### src/vn1d_pkg.sv
// shared types, constants and arithmetic helpers for the 1d value noise sampler
package vn1d_pkg;

    localparam int LATTICE_DEPTH_DEF = 256;
    localparam int PERIOD_W          = 9;
    localparam int PERIOD_RESET      = 256;
    localparam int POS_W             = 32;
    localparam int IP_W              = 16;
    localparam int FRAC_W            = 16;
    localparam int VAL_W             = 16;
    localparam int INDEX_W           = 8;
    localparam int DIGIT_W           = 4;
    localparam int FRONT_STAGES      = IP_W / DIGIT_W;
    localparam int EASE_U_W          = FRAC_W + 2;

    localparam logic OP_WRITE  = 1'b0;
    localparam logic OP_SAMPLE = 1'b1;

    typedef struct packed {
        logic                op;
        logic [INDEX_W-1:0]  entry_index;
        logic [VAL_W-1:0]    entry_value;
        logic [PERIOD_W-1:0] rem;
        logic [FRAC_W-1:0]   ease;
    } t_front_item;

    // one radix-16 digit of a restoring remainder, rem stays below p
    function automatic logic [PERIOD_W-1:0] mod_step(
        input logic [PERIOD_W-1:0] rem,
        input logic [DIGIT_W-1:0]  bits,
        input logic [PERIOD_W-1:0] p
    );
        logic [PERIOD_W:0]   acc;
        logic [PERIOD_W-1:0] r;
        r = rem;
        for (int j = DIGIT_W - 1; j >= 0; j--) begin
            acc = {r, bits[j]};
            if (acc >= {1'b0, p}) begin
                acc = acc - {1'b0, p};
            end
            r = acc[PERIOD_W-1:0];
        end
        return r;
    endfunction

    // 3 - 2t in q2.16
    function automatic logic [EASE_U_W-1:0] ease_u(input logic [FRAC_W-1:0] t);
        return EASE_U_W'(18'h30000) - {1'b0, t, 1'b0};
    endfunction

endpackage

### src/vn1d_front.sv
// front pipeline: lattice index remainder one digit per stage, smoothstep easing alongside
module vn1d_front import vn1d_pkg::*; (
    input  logic                    i_clk,
    input  logic                    i_rst_n,
    input  logic [FRONT_STAGES-1:0] i_ld,
    input  logic                    i_valid,
    input  logic                    i_op,
    input  logic [POS_W-1:0]        i_position,
    input  logic [INDEX_W-1:0]      i_entry_index,
    input  logic [VAL_W-1:0]        i_entry_value,
    input  logic [PERIOD_W-1:0]     i_period,
    output logic [FRONT_STAGES-1:0] o_stage_valid,
    output t_front_item             o_item
);

    logic                r_v   [FRONT_STAGES];
    logic                r_op  [FRONT_STAGES];
    logic [INDEX_W-1:0]  r_idx [FRONT_STAGES];
    logic [VAL_W-1:0]    r_val [FRONT_STAGES];
    logic [PERIOD_W-1:0] r_rem [FRONT_STAGES];
    logic [IP_W-1:0]     r_ip  [FRONT_STAGES];
    logic [FRAC_W-1:0]   r_e   [FRONT_STAGES];
    logic [FRAC_W-1:0]   r_t;

    logic                src_v   [FRONT_STAGES];
    logic                src_op  [FRONT_STAGES];
    logic [INDEX_W-1:0]  src_idx [FRONT_STAGES];
    logic [VAL_W-1:0]    src_val [FRONT_STAGES];
    logic [PERIOD_W-1:0] src_rem [FRONT_STAGES];
    logic [IP_W-1:0]     src_ip  [FRONT_STAGES];
    logic [PERIOD_W-1:0] n_rem   [FRONT_STAGES];
    logic [IP_W-1:0]     n_ip    [FRONT_STAGES];
    logic [FRAC_W-1:0]   n_e     [FRONT_STAGES];

    logic [2*FRAC_W-1:0]          t2_full;
    logic [FRAC_W+EASE_U_W-1:0]   s_full;
    logic [EASE_U_W-1:0]          s_hi;

    always_comb begin
        t2_full = (2*FRAC_W)'(i_position[FRAC_W-1:0]) * (2*FRAC_W)'(i_position[FRAC_W-1:0]);
        s_full  = (FRAC_W+EASE_U_W)'(r_e[0]) * (FRAC_W+EASE_U_W)'(ease_u(r_t));
        s_hi    = s_full[FRAC_W+EASE_U_W-1:FRAC_W];
        for (int k = 0; k < FRONT_STAGES; k++) begin
            if (k == 0) begin
                src_v[k]   = i_valid;
                src_op[k]  = i_op;
                src_idx[k] = i_entry_index;
                src_val[k] = i_entry_value;
                src_rem[k] = '0;
                src_ip[k]  = i_position[POS_W-1:FRAC_W];
            end else begin
                src_v[k]   = r_v[k-1];
                src_op[k]  = r_op[k-1];
                src_idx[k] = r_idx[k-1];
                src_val[k] = r_val[k-1];
                src_rem[k] = r_rem[k-1];
                src_ip[k]  = r_ip[k-1];
            end
            n_rem[k] = mod_step(src_rem[k], src_ip[k][IP_W-1:IP_W-DIGIT_W], i_period);
            n_ip[k]  = src_ip[k] << DIGIT_W;
        end
        n_e[0] = t2_full[2*FRAC_W-1:FRAC_W];
        n_e[1] = (|s_hi[EASE_U_W-1:FRAC_W]) ? '1 : s_hi[FRAC_W-1:0];
        for (int k = 2; k < FRONT_STAGES; k++) begin
            n_e[k] = r_e[k-1];
        end
    end

    always_ff @(posedge i_clk) begin
        for (int k = 0; k < FRONT_STAGES; k++) begin
            if (!i_rst_n) begin
                r_v[k] <= 1'b0;
            end else if (i_ld[k]) begin
                r_v[k] <= src_v[k];
            end
            if (i_ld[k]) begin
                r_op[k]  <= src_op[k];
                r_idx[k] <= src_idx[k];
                r_val[k] <= src_val[k];
                r_rem[k] <= n_rem[k];
                r_ip[k]  <= n_ip[k];
                r_e[k]   <= n_e[k];
            end
        end
        if (i_ld[0]) begin
            r_t <= i_position[FRAC_W-1:0];
        end
    end

    always_comb begin
        for (int k = 0; k < FRONT_STAGES; k++) begin
            o_stage_valid[k] = r_v[k];
        end
        o_item.op          = r_op[FRONT_STAGES-1];
        o_item.entry_index = r_idx[FRONT_STAGES-1];
        o_item.entry_value = r_val[FRONT_STAGES-1];
        o_item.rem         = r_rem[FRONT_STAGES-1];
        o_item.ease        = r_e[FRONT_STAGES-1];
    end

endmodule

### config.mk
export PLATFORM = sky130hd
export DESIGN_NAME = vn1d_front
export DESIGN_NICKNAME = d
export VERILOG_FILES = /design/src/vn1d_pkg.sv /design/src/vn1d_front.sv
export SDC_FILE = /design/constraint.sdc
export NUM_CORES = 2
export LEC_CHECK = 0
export BUFFER_PORTS_ARGS = -buffer_cell sky130_fd_sc_hd__buf_2
export CAP_MARGIN = 20
export CORE_ASPECT_RATIO = 0.75
export CORE_MARGIN = 1.5
export CORE_UTILIZATION = 40
export CTS_CLUSTER_DIAMETER = 200
export DETAILED_ROUTE_END_ITERATION = 6
export PLACE_DENSITY = 0.67
export SLEW_MARGIN = 0
export SYNTH_ARGS = -nofsm -noshare
export SYNTH_HDL_FRONTEND = slang
export SYNTH_SLANG_ARGS = --single-unit
export TNS_END_PERCENT = 1
### constraint.sdc
create_clock -name i_clk -period 20.8 [get_ports i_clk]
set_input_delay 2.08 -clock i_clk [delete_from_list [all_inputs] [get_ports i_clk]]
set_output_delay 2.08 -clock i_clk [all_outputs]
set_load 0.01 [all_outputs]
# After elaboration in Yosys (flattened, before gate mapping)
# Memory sizes are Yosys's and may differ from the RTL's.
# Cells that the tools add are included.
# W data, S select, Z words.
dict set report totals {
  reg_bits 16
  ram_bits 252
  in_bits 73
  out_inout_bits 54
  wordCells 86
  n_memories 7
}
dict set report op_classes {
  add_sub_neg 17
  multipliers 2
  magnitude_cmp 16
  muxes 38
  bitwise 4
  reduce_logical 1
}
# memory depth word_bits rd rd_clocked_by_memory_dff wr line_no
set mem_list {}
lappend mem_list {r_e 4 16 4 0 4 vn1d_front.sv:22} ;# logic [FRAC_W-1:0] r_e [FRONT_STAGES];
lappend mem_list {r_val 4 16 4 0 4 vn1d_front.sv:19} ;# logic [VAL_W-1:0] r_val [FRONT_STAGES];
lappend mem_list {r_ip 4 12 3 0 4 vn1d_front.sv:21} ;# logic [IP_W-1:0] r_ip [FRONT_STAGES];
lappend mem_list {r_rem 4 9 4 0 4 vn1d_front.sv:20} ;# logic [PERIOD_W-1:0] r_rem [FRONT_STAGES];
lappend mem_list {r_idx 4 8 4 0 4 vn1d_front.sv:18} ;# logic [INDEX_W-1:0] r_idx [FRONT_STAGES];
lappend mem_list {r_op 4 1 4 0 4 vn1d_front.sv:17} ;# logic r_op [FRONT_STAGES];
lappend mem_list {{1 more memories} - - - - - -}
# cell count
set op_table {}
lappend op_table {{$ge A10 B9 Y1} 15}
lappend op_table {{$mux W9} 16}
lappend op_table {{$sub A9 B9 Y9} 15}
lappend op_table {{$mul A16 B18 Y34} 1}
lappend op_table {{$mul A16 B16 Y32} 1}
lappend op_table {{$mux W1} 21}
lappend op_table {{$sub A18 B17 Y18 const A} 1}
lappend op_table {{$mux W16} 1}
lappend op_table {{$ge A1 B9 Y1} 1}
lappend op_table {{$sub A1 B9 Y9} 1}
lappend op_table {{$or A1 B1 Y1} 4}
lappend op_table {{$reduce_or A2 Y1} 1}

# Logic depth before layout (Yosys ltp)
# An unclocked memory read counts as a cell.
dict set report logic_depth {
  word_depth 9
  ltp_mapped 40
}

# Worst setup path after synthesis
# OpenSTA, ideal clock, no wires.
dict set report synth_path {
  path_kind {input-to-reg}
  start {input port i_period[1]}
  end {memory r_rem[2][1] (data pin)}
  setup_time_ps 260
  arrival_ps 10516
  slack_ps 10024
  path_stages 36
  path_cell_list {inv_1 > fa_1 > a21o_1 > a21oi_1 > o21a_1 > o21ai_1 > mux2_2 > ha_1 > a21o_1 > a21oi_1 > nor2b_1 > o41ai_1 > o311ai_2 > clkbuf_1 > nor2_1 > a21oi_1 > fa_1 > a21o_1 > a21oi_1 > o21ai_0 > o41ai_1 > o21ai_0 > a221o_1 > a21o_1 > buf_6 > mux2_2 > ha_1 > a21o_1 > a21oi_1 > o22ai_1 > nor2_1 > o21ai_0 > a21o_1 > a211oi_1 > mux2i_4 > mux2_2}
}
# element line_no
set synth_lines {}
lappend synth_lines {{start: declaration} vn1d_front.sv:11} ;# input logic [PERIOD_W-1:0] i_period,
lappend synth_lines {{end: declaration} vn1d_front.sv:20}

==> impl_metrics.toml <==
[timing]
period_share_pct = 54.8
hold_viol = 0
slew_headroom_pct = 28.3
skew_ns = 0.0185
rsz0062_at_grt = "no"
fmax_mhz = 87.7
fin_crit_ns = 11.40
worst_pin_slew_ns = 1.07
setup_viol = 0
slew_violations = 0
setup_tns_ns = 0
holdWs_ns = 0.417

[logic_synthesis]
ys.flop_type = "edfxtp_1"
ys_warn_count = 0
synth.ff_latch_count = 244
synth.distinct_cells = 74
synth_fp_nets = 3729
syn_avg_cell_area_um2 = 10.2
syn_inst = 2936
yosys.area.top_type = "fa_1"
synth-edff-count = 243
syn_area_um2 = 29900
yosysMostFrequentCell = "inv_1"
synthArstFlopShare_pct = 0
synth_top_area_share_pct = 25.8
seq_area_frac_synth_pct = 24.5
yosys-top-cells-count = "inv_1, fa_1, ha_1"
yosys-top-cells-area = "fa_1, edfxtp_1, ha_1, inv_1, nand2_1"

[floorplan]
rows = 86
start_util_pct = 40.6
die_y_um = 240
die_x_um = 319
io_pins = 127
die-area_um2 = 76400
core_um2 = 73700

[grt]
grt_use_total_pct = 17.3
grt_pass1_vias = 20800
grt_antenna_before_repair = 0
grt.overflow.total = 0
grt_pass1_wl_um = 108000
grt_max_degree = 72

[setup_path]
cp_slowest_stage_delay_ns = 0.60
crit_end = "r_rem[2][4]"
arrival_ns = 11.72
slowest_stage = "fa_1"
critPathTopFamily = "compound AO/OA/AOI/OAI gates"
cp-start-kind = "primary input"
worstSetupStartpoint = "i_period[1]"
cp.depth = 35
cpMostUsedCell = "a21o_1"
ff2ff_setup_slack_ns = 11.16
worstReg2RegEnd = "r_rem[2][4]"
rr_startpoint = "r_ip[1][11]"
path_class = "in2reg"
critPathMaxFanout = 17
cp-end-kind = "register"
reg2reg_depth = 36
timing.critical_path.buf_inv = 2
cp_data_required_time_ns = 21.12

[cts]
cts_hold_buf = 0
post-cts-setup-buffer-count = 0
cts_tree = "yes"
clk_latency_ns = 0.58
cts_resized = 0
clock_sinks = 244
cts_buffer_depth = 3
h-tree-depth = 1
clock-root-buffer = "clkbuf_16"
numCtsBuffers = 27
clkTransAtPathRegs_ns = 0.06

[flow_run]
drv_cap = 0

[drt]
dr.pass1.iters = 5
via_per_inst = 5.09
routed_wl_um = 64500
drt_iter0_markers = 1103
routedWlPerCell_um = 16.0
via_count = 20500
drc = 0
antenna_left = 0

[outcome]
status = "finished, final reports clean"

[placement]
dpl.hpwl_um = 49300
gp_congestion = 0.880
placed_cells = 3977
io_buffers = 126

[final_layout]
final_layout_size_suffix_gt1_share_pct = 9.94
flow.area_growth_from_synthesis_pct = 8.79
post-route-util_pct = 44.1
diodes = 0
nets = 3831
fill_cells = 6940
final_cell_count_no_fill = 4027

[min_path]
hold_class = "reg2reg"
## layout make-up
class,instances,area (µm²),area share [%]
Clock inverter,18,196,0.604
Tap cell,968,1210,3.72
Clock buffer,32,694,2.13
Timing Repair Buffer,153,836,2.57
Sequential cell,244,7320,22.5
Multi-Input combinational cell,2063,20200,62.1
Inverter,549,2060,6.33
## layout by cell type, fill, tap and decap left out, drive strengths merged, types with 52 or more instances in the layout
| master | n |
|---|---|
| inv | 558 |
| fa | 385 |
| ha | 335 |
| nand2 | 309 |
| edfxtp | 243 |
| buf | 153 |
| and2 | 144 |
| a21oi | 103 |
| nor2 | 98 |
| xnor2 | 92 |
| o21ai | 82 |
| mux2 | 74 |
| a21o | 52 |
## cells by family after synthesis
kind of cell / share of synthesized area (%)
xor gates and xnor gates: 4.16
buffers and inverters: 8.02
and+or+nand+nor: 12.3
adders and majority gates: 39.8
muxes: 3.54
AOI/OAI and AO/OA: 7.77
DFF: 24.5
## metrics by stage
step / cell area, µm² / worst slack [ns]
final: 32500 / 9.40
after floorplan: 29900 / 10.02
after global placement: 31600 / 9.08
after global routing: 32500 / 8.40
after detailed placement: 31600 / 8.93
after CTS: 32500 / 9.46
## per-layer routing
layer	vias to the layer above	global-route usage [%]	wire length (µm)
met5	-	0	0
li1	9845	-	-
met2	525	27.4	28400
met1	10100	25.4	31300
met4	0	2.86	944
met3	63	2.56	3890
## registers in the layout, summed over array words and instances (netlist names)
signal,count
r_idx,32
r_rem,36
r_op,4
r_v,4
r_t,16
r_ip,24
r_e,64
r_val,64
## worst min-delay path by stage
stage,start,end,slack (ns),cells after the start
6_report,r_ip[1][5],r_ip[2][9],0.42,0
3_3_place_gp,r_idx[1][2],r_idx[2][2],0.40,0
4_1_cts,r_e[1][3],r_e[2][3],0.42,0
2_1_floorplan,r_e[1][0],r_e[2][0],0.40,0
5_1_grt,r_e[2][6],r_e[3][6],0.42,0
3_5_place_dp,r_e[1][3],r_e[2][3],0.40,0
## worst reg2reg max path, delay by kind of cell (launching register included)
kind	cells	cell delay, ns
AOI/OAI and AO/OA	22	5.43
buffers and inverters	2	0.13
adders and majority gates	5	1.86
muxes	4	1.13
DFF	1	0.42
and+or+nand+nor	3	0.45
Power is left out: the tool's default activity adds up to more than one toggle a clock period on the data nets, which glitch-free logic cannot reach.
