===== src/vn1d_pkg.sv =====
// shared types, constants and arithmetic helpers for the 1d value noise sampler
package vn1d_pkg;

    localparam int LATTICE_DEPTH_DEF = 256;
    localparam int PERIOD_W          = 9;
    localparam int PERIOD_RESET      = 256;
    localparam int POS_W             = 32;
    localparam int IP_W              = 16;
    localparam int FRAC_W            = 16;
    localparam int VAL_W             = 16;
    localparam int INDEX_W           = 8;
    localparam int DIGIT_W           = 4;
    localparam int FRONT_STAGES      = IP_W / DIGIT_W;
    localparam int EASE_U_W          = FRAC_W + 2;

    localparam logic OP_WRITE  = 1'b0;
    localparam logic OP_SAMPLE = 1'b1;

    typedef struct packed {
        logic                op;
        logic [INDEX_W-1:0]  entry_index;
        logic [VAL_W-1:0]    entry_value;
        logic [PERIOD_W-1:0] rem;
        logic [FRAC_W-1:0]   ease;
    } t_front_item;

    // one radix-16 digit of a restoring remainder, rem stays below p
    function automatic logic [PERIOD_W-1:0] mod_step(
        input logic [PERIOD_W-1:0] rem,
        input logic [DIGIT_W-1:0]  bits,
        input logic [PERIOD_W-1:0] p
    );
        logic [PERIOD_W:0]   acc;
        logic [PERIOD_W-1:0] r;
        r = rem;
        for (int j = DIGIT_W - 1; j >= 0; j--) begin
            acc = {r, bits[j]};
            if (acc >= {1'b0, p}) begin
                acc = acc - {1'b0, p};
            end
            r = acc[PERIOD_W-1:0];
        end
        return r;
    endfunction

    // 3 - 2t in q2.16
    function automatic logic [EASE_U_W-1:0] ease_u(input logic [FRAC_W-1:0] t);
        return EASE_U_W'(18'h30000) - {1'b0, t, 1'b0};
    endfunction

endpackage


===== src/vn1d_blend.sv =====
// blend stages: eased weight times neighbor difference, then the output register
module vn1d_blend import vn1d_pkg::*; (
    input  logic              i_clk,
    input  logic              i_rst_n,
    input  logic              i_ld_mul,
    input  logic              i_ld_out,
    input  logic              i_valid,
    input  logic [VAL_W-1:0]  i_a,
    input  logic [VAL_W-1:0]  i_b,
    input  logic [FRAC_W-1:0] i_s,
    output logic              o_mul_valid,
    output logic              o_valid,
    output logic [VAL_W-1:0]  o_noise
);

    logic                r_mv;
    logic                r_ge;
    logic [VAL_W-1:0]    r_a;
    logic [VAL_W-1:0]    r_hi;
    logic                r_ov;
    logic [VAL_W-1:0]    r_out;

    logic                ge;
    logic [VAL_W-1:0]    diff;
    logic [2*VAL_W-1:0]  prod;
    logic [VAL_W-1:0]    n_out;

    always_comb begin
        ge    = (i_b >= i_a);
        diff  = ge ? i_b - i_a : i_a - i_b;
        prod  = (2*VAL_W)'(i_s) * (2*VAL_W)'(diff);
        n_out = r_ge ? r_a + r_hi : r_a - r_hi;
    end

    always_ff @(posedge i_clk) begin
        if (!i_rst_n) begin
            r_mv <= 1'b0;
            r_ov <= 1'b0;
        end else begin
            if (i_ld_mul) begin
                r_mv <= i_valid;
            end
            if (i_ld_out) begin
                r_ov <= r_mv;
            end
        end
        if (i_ld_mul) begin
            r_ge <= ge;
            r_a  <= i_a;
            r_hi <= prod[2*VAL_W-1:VAL_W];
        end
        if (i_ld_out) begin
            r_out <= n_out;
        end
    end

    assign o_mul_valid = r_mv;
    assign o_valid     = r_ov;
    assign o_noise     = r_out;

endmodule


===== config.mk =====
export PLATFORM = sky130hd
export DESIGN_NAME = vn1d_blend
export DESIGN_NICKNAME = d
export VERILOG_FILES = /design/src/vn1d_pkg.sv /design/src/vn1d_blend.sv
export SDC_FILE = /design/constraint.sdc
export NUM_CORES = 1
export LEC_CHECK = 0
export BUFFER_PORTS_ARGS = -buffer_cell sky130_fd_sc_hd__buf_2
export CORE_MARGIN = 4
export CORE_UTILIZATION = 45
export DETAILED_ROUTE_END_ITERATION = 6
export SLEW_MARGIN = 20
export SYNTH_ARGS = -nofsm -noshare
export SYNTH_HDL_FRONTEND = slang
export SYNTH_SLANG_ARGS = --single-unit

===== constraint.sdc =====
create_clock -name i_clk -period 10.2 [get_ports i_clk]
set_input_delay 2.04 -clock i_clk [delete_from_list [all_inputs] [get_ports i_clk]]
set_output_delay 2.04 -clock i_clk [all_outputs]
set_load 0.005 [all_outputs]

After elaboration in Yosys (flattened, before gate mapping)
Index checks and enable logic that the tools add are counted.

word-level totals
  word-level logic and storage cells = 14
  bits in registers = 51
  input bits = 53
  output and inout port bits = 18

cells by class
  multiply operators = 1
  add/sub/neg operators = 4
  magnitude comparators = 1
  muxes and demuxes = 2

operators by type and width
  cell                                            number
  16-bit subtractor                               3
  16-bit by 16-bit multiplier with 32-bit output  1
  16-bit two-way mux                              2
  16-bit adder                                    1
  16-bit >= comparator                            1

Longest topological paths before layout
Gate-level depths: netlist (run 1).

  depth in word-level cells = 3
  depth in mapped cells = 39
  depth with buffers taken out = 37

Worst setup path before layout (run 1)
OpenSTA, ideal clock, no wires.

  path kind = input port to flip-flop
  start point = input port i_b[0]
  end point = register r_hi[7] (data pin)
  path slack = 0.053 ns
  buffers on the path = 2
  cell stages on the path = 35
  data arrival time = 9.884 ns
  library setup time = 0.263 ns
  cells stage by stage = inv_1 -> ha_1 -> inv_1 -> fa_1 -> a21o_1 -> a21oi_1 -> a221o_1 -> a21oi_2 -> nor2_2 -> inv_2 -> buf_2 -> a31o_2 -> xnor2_1 -> clkbuf_1 -> nand2_1 -> fa_1 -> fa_1 -> fa_1 -> inv_1 -> fa_1 -> fa_1 -> inv_1 -> fa_1 -> inv_1 -> ha_1 -> nand3_1 -> o22ai_1 -> a2111oi_0 -> a31o_2 -> nor3_1 -> a21o_1 -> a31o_2 -> a31o_2 -> a21oi_1 -> xnor2_1

between the ends
  word-level cells in the longest chain between the ends = 3

ends and longest elaborated chain
  item                                            RTL line          RTL
  from (decl)                                     vn1d_blend.sv:9   input logic [VAL_W-1:0] i_b,
  16-bit >= comparator                            vn1d_blend.sv:29  ge = (i_b >= i_a);
  via ge                                          vn1d_blend.sv:23  logic ge;
  16-bit two-way mux                              vn1d_blend.sv:30  diff = ge ? i_b - i_a : i_a - i_b;
  16-bit by 16-bit multiplier with 32-bit output  vn1d_blend.sv:31  prod = (2*VAL_W)'(i_s) * (2*VAL_W)'(diff);
  via prod[23]                                    vn1d_blend.sv:25  logic [2*VAL_W-1:0] prod;
  to (signal assigned)                            vn1d_blend.sv:50  r_hi <= prod[2*VAL_W-1:VAL_W];
  to (decl)                                       vn1d_blend.sv:19  logic [VAL_W-1:0] r_hi;

The timed path passes the listed nets, and every way through them passes these cells.
A chain may end at the register's enable or synchronous reset.

Final worst setup path (run 1)
  start point = input port i_a[8]
  end point = register r_hi[14] (data pin)

between the ends
  word-level cells in the longest chain between the ends = 3

ends and longest elaborated chain
  item                                                              RTL line                            RTL
  from (decl)                                                       vn1d_blend.sv:8                     input logic [VAL_W-1:0] i_a,
  16-bit subtractor / 16-bit >= comparator (equally long branches)  vn1d_blend.sv:30, vn1d_blend.sv:29
  16-bit two-way mux (*)                                            vn1d_blend.sv:30
  16-bit by 16-bit multiplier with 32-bit output (*)                vn1d_blend.sv:31
  via prod[30]                                                      vn1d_blend.sv:25

Mark *: on every way through the listed nets, which the timed path passes. The rest lies on a longest branch.

==> results of run 1 <==
-- cells by family after synthesis --
group,count (synthesis)
compound gates,161
xor+xnor,55
fa+ha+maj,344
buf+inv,319
flops,51
mux,25
simple gates,391
-- critical path: cells and delay by family --
kind / cells / cell delay [ps]
compound gates: 8 / 1640
xor+xnor: 1 / 110
fa+ha+maj: 8 / 3420
buf+inv: 8 / 880
mux: 1 / 330
simple gates: 8 / 1530
-- per-layer routing --
layer  track usage (%)  wire length, um  share of wire [%]  up-vias
met5                 0                0                  0        -
met4             2.936              420                1.4        0
met3             1.762             1681                5.5       33
met2             35.86            15210                 49      238
met1             28.27            13440                 44     4770
li1                  -                -                  -     4554
-- path summary, 6_finish.rpt --
path              slack (ps)     from           to
hold / removal           520  o_valid      o_valid
hold reg to reg          520  o_valid      o_valid
setup reg to reg        6470  r_hi[0]  o_noise[14]
setup / recovery         280   i_a[8]     r_hi[14]
-- cell usage in the layout (no fill, tap or decap), types with 28 or more instances in the layout --
| cell type | count |
|---|---|
| a21oi_1 | 42 |
| buf_4 | 99 |
| inv_1 | 263 |
| nand2_1 | 119 |
| nand2b_1 | 28 |
| nor2b_1 | 28 |
| xnor2_1 | 34 |
| nor2_1 | 30 |
| edfxtp_1 | 49 |
| nand3_1 | 40 |
| buf_2 | 71 |
| fa_1 | 193 |
| ha_1 | 142 |
| a21o_1 | 31 |
| and2_1 | 81 |
-- sequential cells by signal (all words and copies together) (netlist names) --
register and count:
r_a 16, r_ge 1, o_mul_valid 1, o_valid 1, o_noise 16, r_hi 16
-- through the flow --
| step | area [sq um] | hold slack, ps | setup TNS, ps | utilization (%) |
|---|---|---|---|---|
| floorplan | 12390 | 507.3 | 0 | - |
| global placement | 13750 | 492.5 | -562.4 | 50.89 |
| detailed placement | 13750 | 503.5 | -1316 | 50.89 |
| CTS | 13900 | 521.5 | 0 | 51.44 |
| global route | 14280 | 569.6 | -104.3 | 52.82 |
| finish | 14280 | 515.2 | 0 | 52.82 |
-- cell type report --
class                   count  area, sq um
repair buffers            181         1266
clock inverters             3        15.01
fillers                  2555        12750
multi-input cells         976         9926
well taps                 341        426.7
flip-flops and latches     51         1511
inverters                 268         1006
clock buffers               5        125.1
-- repair_timing --
| item | in CTS | in global routing |
|---|---|---|
| resized for setup | 2 | 65 |
| setup buffers | 0 | 11 |
| endpoints found under the setup margin | 1 | 13 |
| pin swaps | 0 | 33 |
==> results_dict.tcl, run 1 <==
set metrics [dict create \
    cts_sinks 51 \
    cpPeakStageDelay_ps 610 \
    synth_xor_area_share_pct 3.888 \
    fin_nets 1880 \
    die_h_um 173.9 \
    cp_data_arrival_time_ps 9960 \
    synth.largest_area_cell "fa_1" \
    synthAdderAreaFrac_pct 46.61 \
    min_period_over_period_pct 97.21 \
    routed_wl_um 30760 \
    synthTopCellsByCount "inv_1, fa_1, ha_1" \
    die_w_um 173.9 \
    ys_seq_area_share_pct 12.20 \
    synth.area.mux_share_pct 2.191 \
    wl_per_cell_um 16.85 \
    rows 60 \
    grt_pass1_wl_um 50560 \
    grt_antenna_before_repair 0 \
    synth-compound-area-share_pct 8.896 \
    synthTopCellsByArea "fa_1, ha_1, edfxtp_1" \
    r2r_cells 14 \
    place_ws_ps -293.8 \
    synth_flop_cell "edfxtp_1" \
    cpMostUsedCell "fa_1" \
    synth_most_common_cell "inv_1" \
    synth_simple_gate_area_share_pct 16.26 \
    layout-area-overhead-vs-synth_pct 15.22 \
    finClkSkew_ps 3.647 \
    finalSetupViolCount 0 \
    synth.distinct_cells 65 \
    syn_avg_cell_area_sq_um 9.206 \
    clock_latency_ps 290 \
    synth_edf_count 49 \
    drv_cap 0 \
    dp.cells 1806 \
    synth_seq_cells 51 \
    async_reset_ff_share_pct 0 \
    cts_tree "built" \
    synth_top_family_by_area "adder cells" \
    hold_viol 0 \
    cts-htree-levels 2 \
    cts-root-buf "clkbuf_16" \
    drive_gt1_share_pct 17.72 \
    fin_ws_ps 285.0 \
    clk_path_buf_depth 2 \
    cts.clk_slew.worst_paths_ps 70 \
    tightest_slew_ps 798.0 \
    gp_congestion 0.8799 \
    stdcell_count 1825 \
    antenna_left 0 \
    relSlewSlack_pct 46.80 \
    max_freq_mhz 100.9 \
    crit_slowest_cell "fa_2" \
    critPathMaxFanout 7 \
    grt_max_degree 38 \
    synth.top_cell.area_share_pct 31.67 \
    syn_area_sq_um 12390 \
    fp.coreArea_sq_um 27030 \
    drc 0 \
    die_area_sq_um 30250 \
    drtPass1Iterations 5 \
    startpoint_type "primary input" \
    vias_per_cell 5.258 \
    path_class "in2reg" \
    dp_hpwl_um 25640 \
    syn_nets 1743 \
    grt_use_total_pct 20.40 \
    numCtsBuffers 5 \
    post-route-min-period_ps 9915 \
    finalMaxSlewViolations 0 \
    start_util_pct 45.85 \
    num_antenna_cells 0 \
    vias 9595 \
    status "finished, final reports clean" \
    port_buffers 70 \
    hold_depth 2 \
    yosysWarnings 0 \
    synth_cells 1346 \
    grt.overflow.total 0 \
    first_iter_violations 514 \
    ctsHoldBuffers 0 \
    hp-class "reg2reg" \
    io-pin-count 71 \
    cp-end-kind "register" \
    grt_pass1_vias 9964 \
    required_ps 10240 \
]
Power of run 1 is left out: the tool's default activity adds up to more than one toggle a clock period on the data nets, which glitch-free logic cannot reach.
==> run 2, diff against run 1 <==
RECOVER_POWER = 25   (was default)
==> results_dict.tcl, run 2 (same netlist as run 1, synthesis figures left out) <==
set metrics [dict create \
    status "finished, final reports clean" \
    final_cell_mix "inv_1, fa_1, ha_1" \
    drc 0 \
    path_class "in2reg" \
    final_common_cell "inv_1" \
    stdcell_count 1825 \
    cpPeakStageDelay_ps 620 \
    cts.clk_slew.worst_paths_ps 70 \
    tightest_slew_ps 970.5 \
    fin_nets 1880 \
    die_w_um 173.9 \
    required_ps 10240 \
    io-pin-count 71 \
    fp.coreArea_sq_um 27030 \
    critPathMaxFanout 7 \
    final_area_sq_um 14250 \
    placed_area_sq_um 13750 \
    grt_max_degree 38 \
    r2r_cells 14 \
    numCtsBuffers 5 \
    antenna_left 0 \
    hp-class "reg2reg" \
    die_area_sq_um 30250 \
    grt_antenna_before_repair 0 \
    start_util_pct 45.85 \
    vias_per_cell 5.252 \
    fin_ws_ps 291.5 \
    finalSetupViolCount 0 \
    cts-htree-levels 2 \
    min_period_over_period_pct 97.14 \
    crit_slowest_cell "fa_2" \
    place_ws_ps -293.8 \
    cts_sinks 51 \
    drt-met1-wl_um 13640 \
    dp_hpwl_um 25640 \
    vias 9584 \
    hold_depth 2 \
    drtPass1Iterations 5 \
    grt_pass1_vias 9964 \
    max_freq_mhz 100.9 \
    rows 60 \
    dp.cells 1806 \
    port_buffers 70 \
    hold_viol 0 \
    post-route-min-period_ps 9909 \
    die_h_um 173.9 \
    drv_cap 0 \
    clock_latency_ps 290 \
    clk_path_buf_depth 2 \
    grt_pass1_wl_um 50560 \
    finalMaxSlewViolations 0 \
    cp-end-kind "register" \
    first_iter_violations 505 \
    startpoint_type "primary input" \
    layout-area-overhead-vs-synth_pct 15.02 \
    grt_use_total_pct 20.40 \
    wl_per_cell_um 16.81 \
    cpMostUsedCell "fa_1" \
    cts-root-buf "clkbuf_16" \
    grt.overflow.total 0 \
    num_antenna_cells 0 \
    final_util_pct 52.73 \
    wl_met3_um 1439 \
    met2_length_um 15190 \
    drive_gt1_share_pct 16.85 \
    cp_data_arrival_time_ps 9950 \
    gp_congestion 0.8799 \
    highest_layer "met4" \
    cts_tree "built" \
    finClkSkew_ps 3.551 \
    relSlewSlack_pct 35.30 \
    routed_wl_um 30680 \
]
==> run 2: layout make-up <==
class,instances,area (sq um)
repair buffers,181,1241
fillers,2561,12770
clock inverters,3,15.01
multi-input cells,976,9926
well taps,341,426.7
clock buffers,5,125.1
inverters,268,1006
flip-flops and latches,51,1511
==> run 2: path summary, 6_finish.rpt <==
kind	from	end	slack [ps]
max reg2reg	r_hi[0]	o_noise[14]	6400
min	o_valid	o_valid	520
max	i_a[8]	r_hi[14]	290
min reg2reg	o_valid	o_valid	520
==> run 2: critical path: cells and delay by family <==
kind	cells	cell delay, ps
AO/OA/AOI/OAI	8	1640
XOR/XNOR	1	110
adder cells (fa/ha/maj)	8	3420
buffers and inverters	8	880
multiplexers	1	330
AND/OR/NAND/NOR	8	1530
==> run 2: metal layers <==
metal	vias up	GRT usage (%)
li1	4555	-
met1	4791	28.27
met2	207	35.86
met3	31	1.762
met4	0	2.936
met5	-	0
==> run 2: what timing repair did <==
action | 4_1_cts | 5_1_grt
endpoints found under the setup margin | 1 | 13
hold buffers | 0 | 0
resized for setup | 2 | 65
hold endpoints to repair | 0 | 0
gates cloned | 0 | 0
pin swaps | 0 | 33
buffers inserted | 0 | 11
==> run 2: through the flow <==
step | TNS, ps | hold WS [ps]
3_5_place_dp | -1316 | 503.5
4_1_cts | 0 | 521.5
6_report | 0 | 515.2
5_1_grt | -102.3 | 569.6
2_1_floorplan | 0 | 507.3
3_3_place_gp | -562.4 | 492.5
Power of run 2 is left out for the same reason.
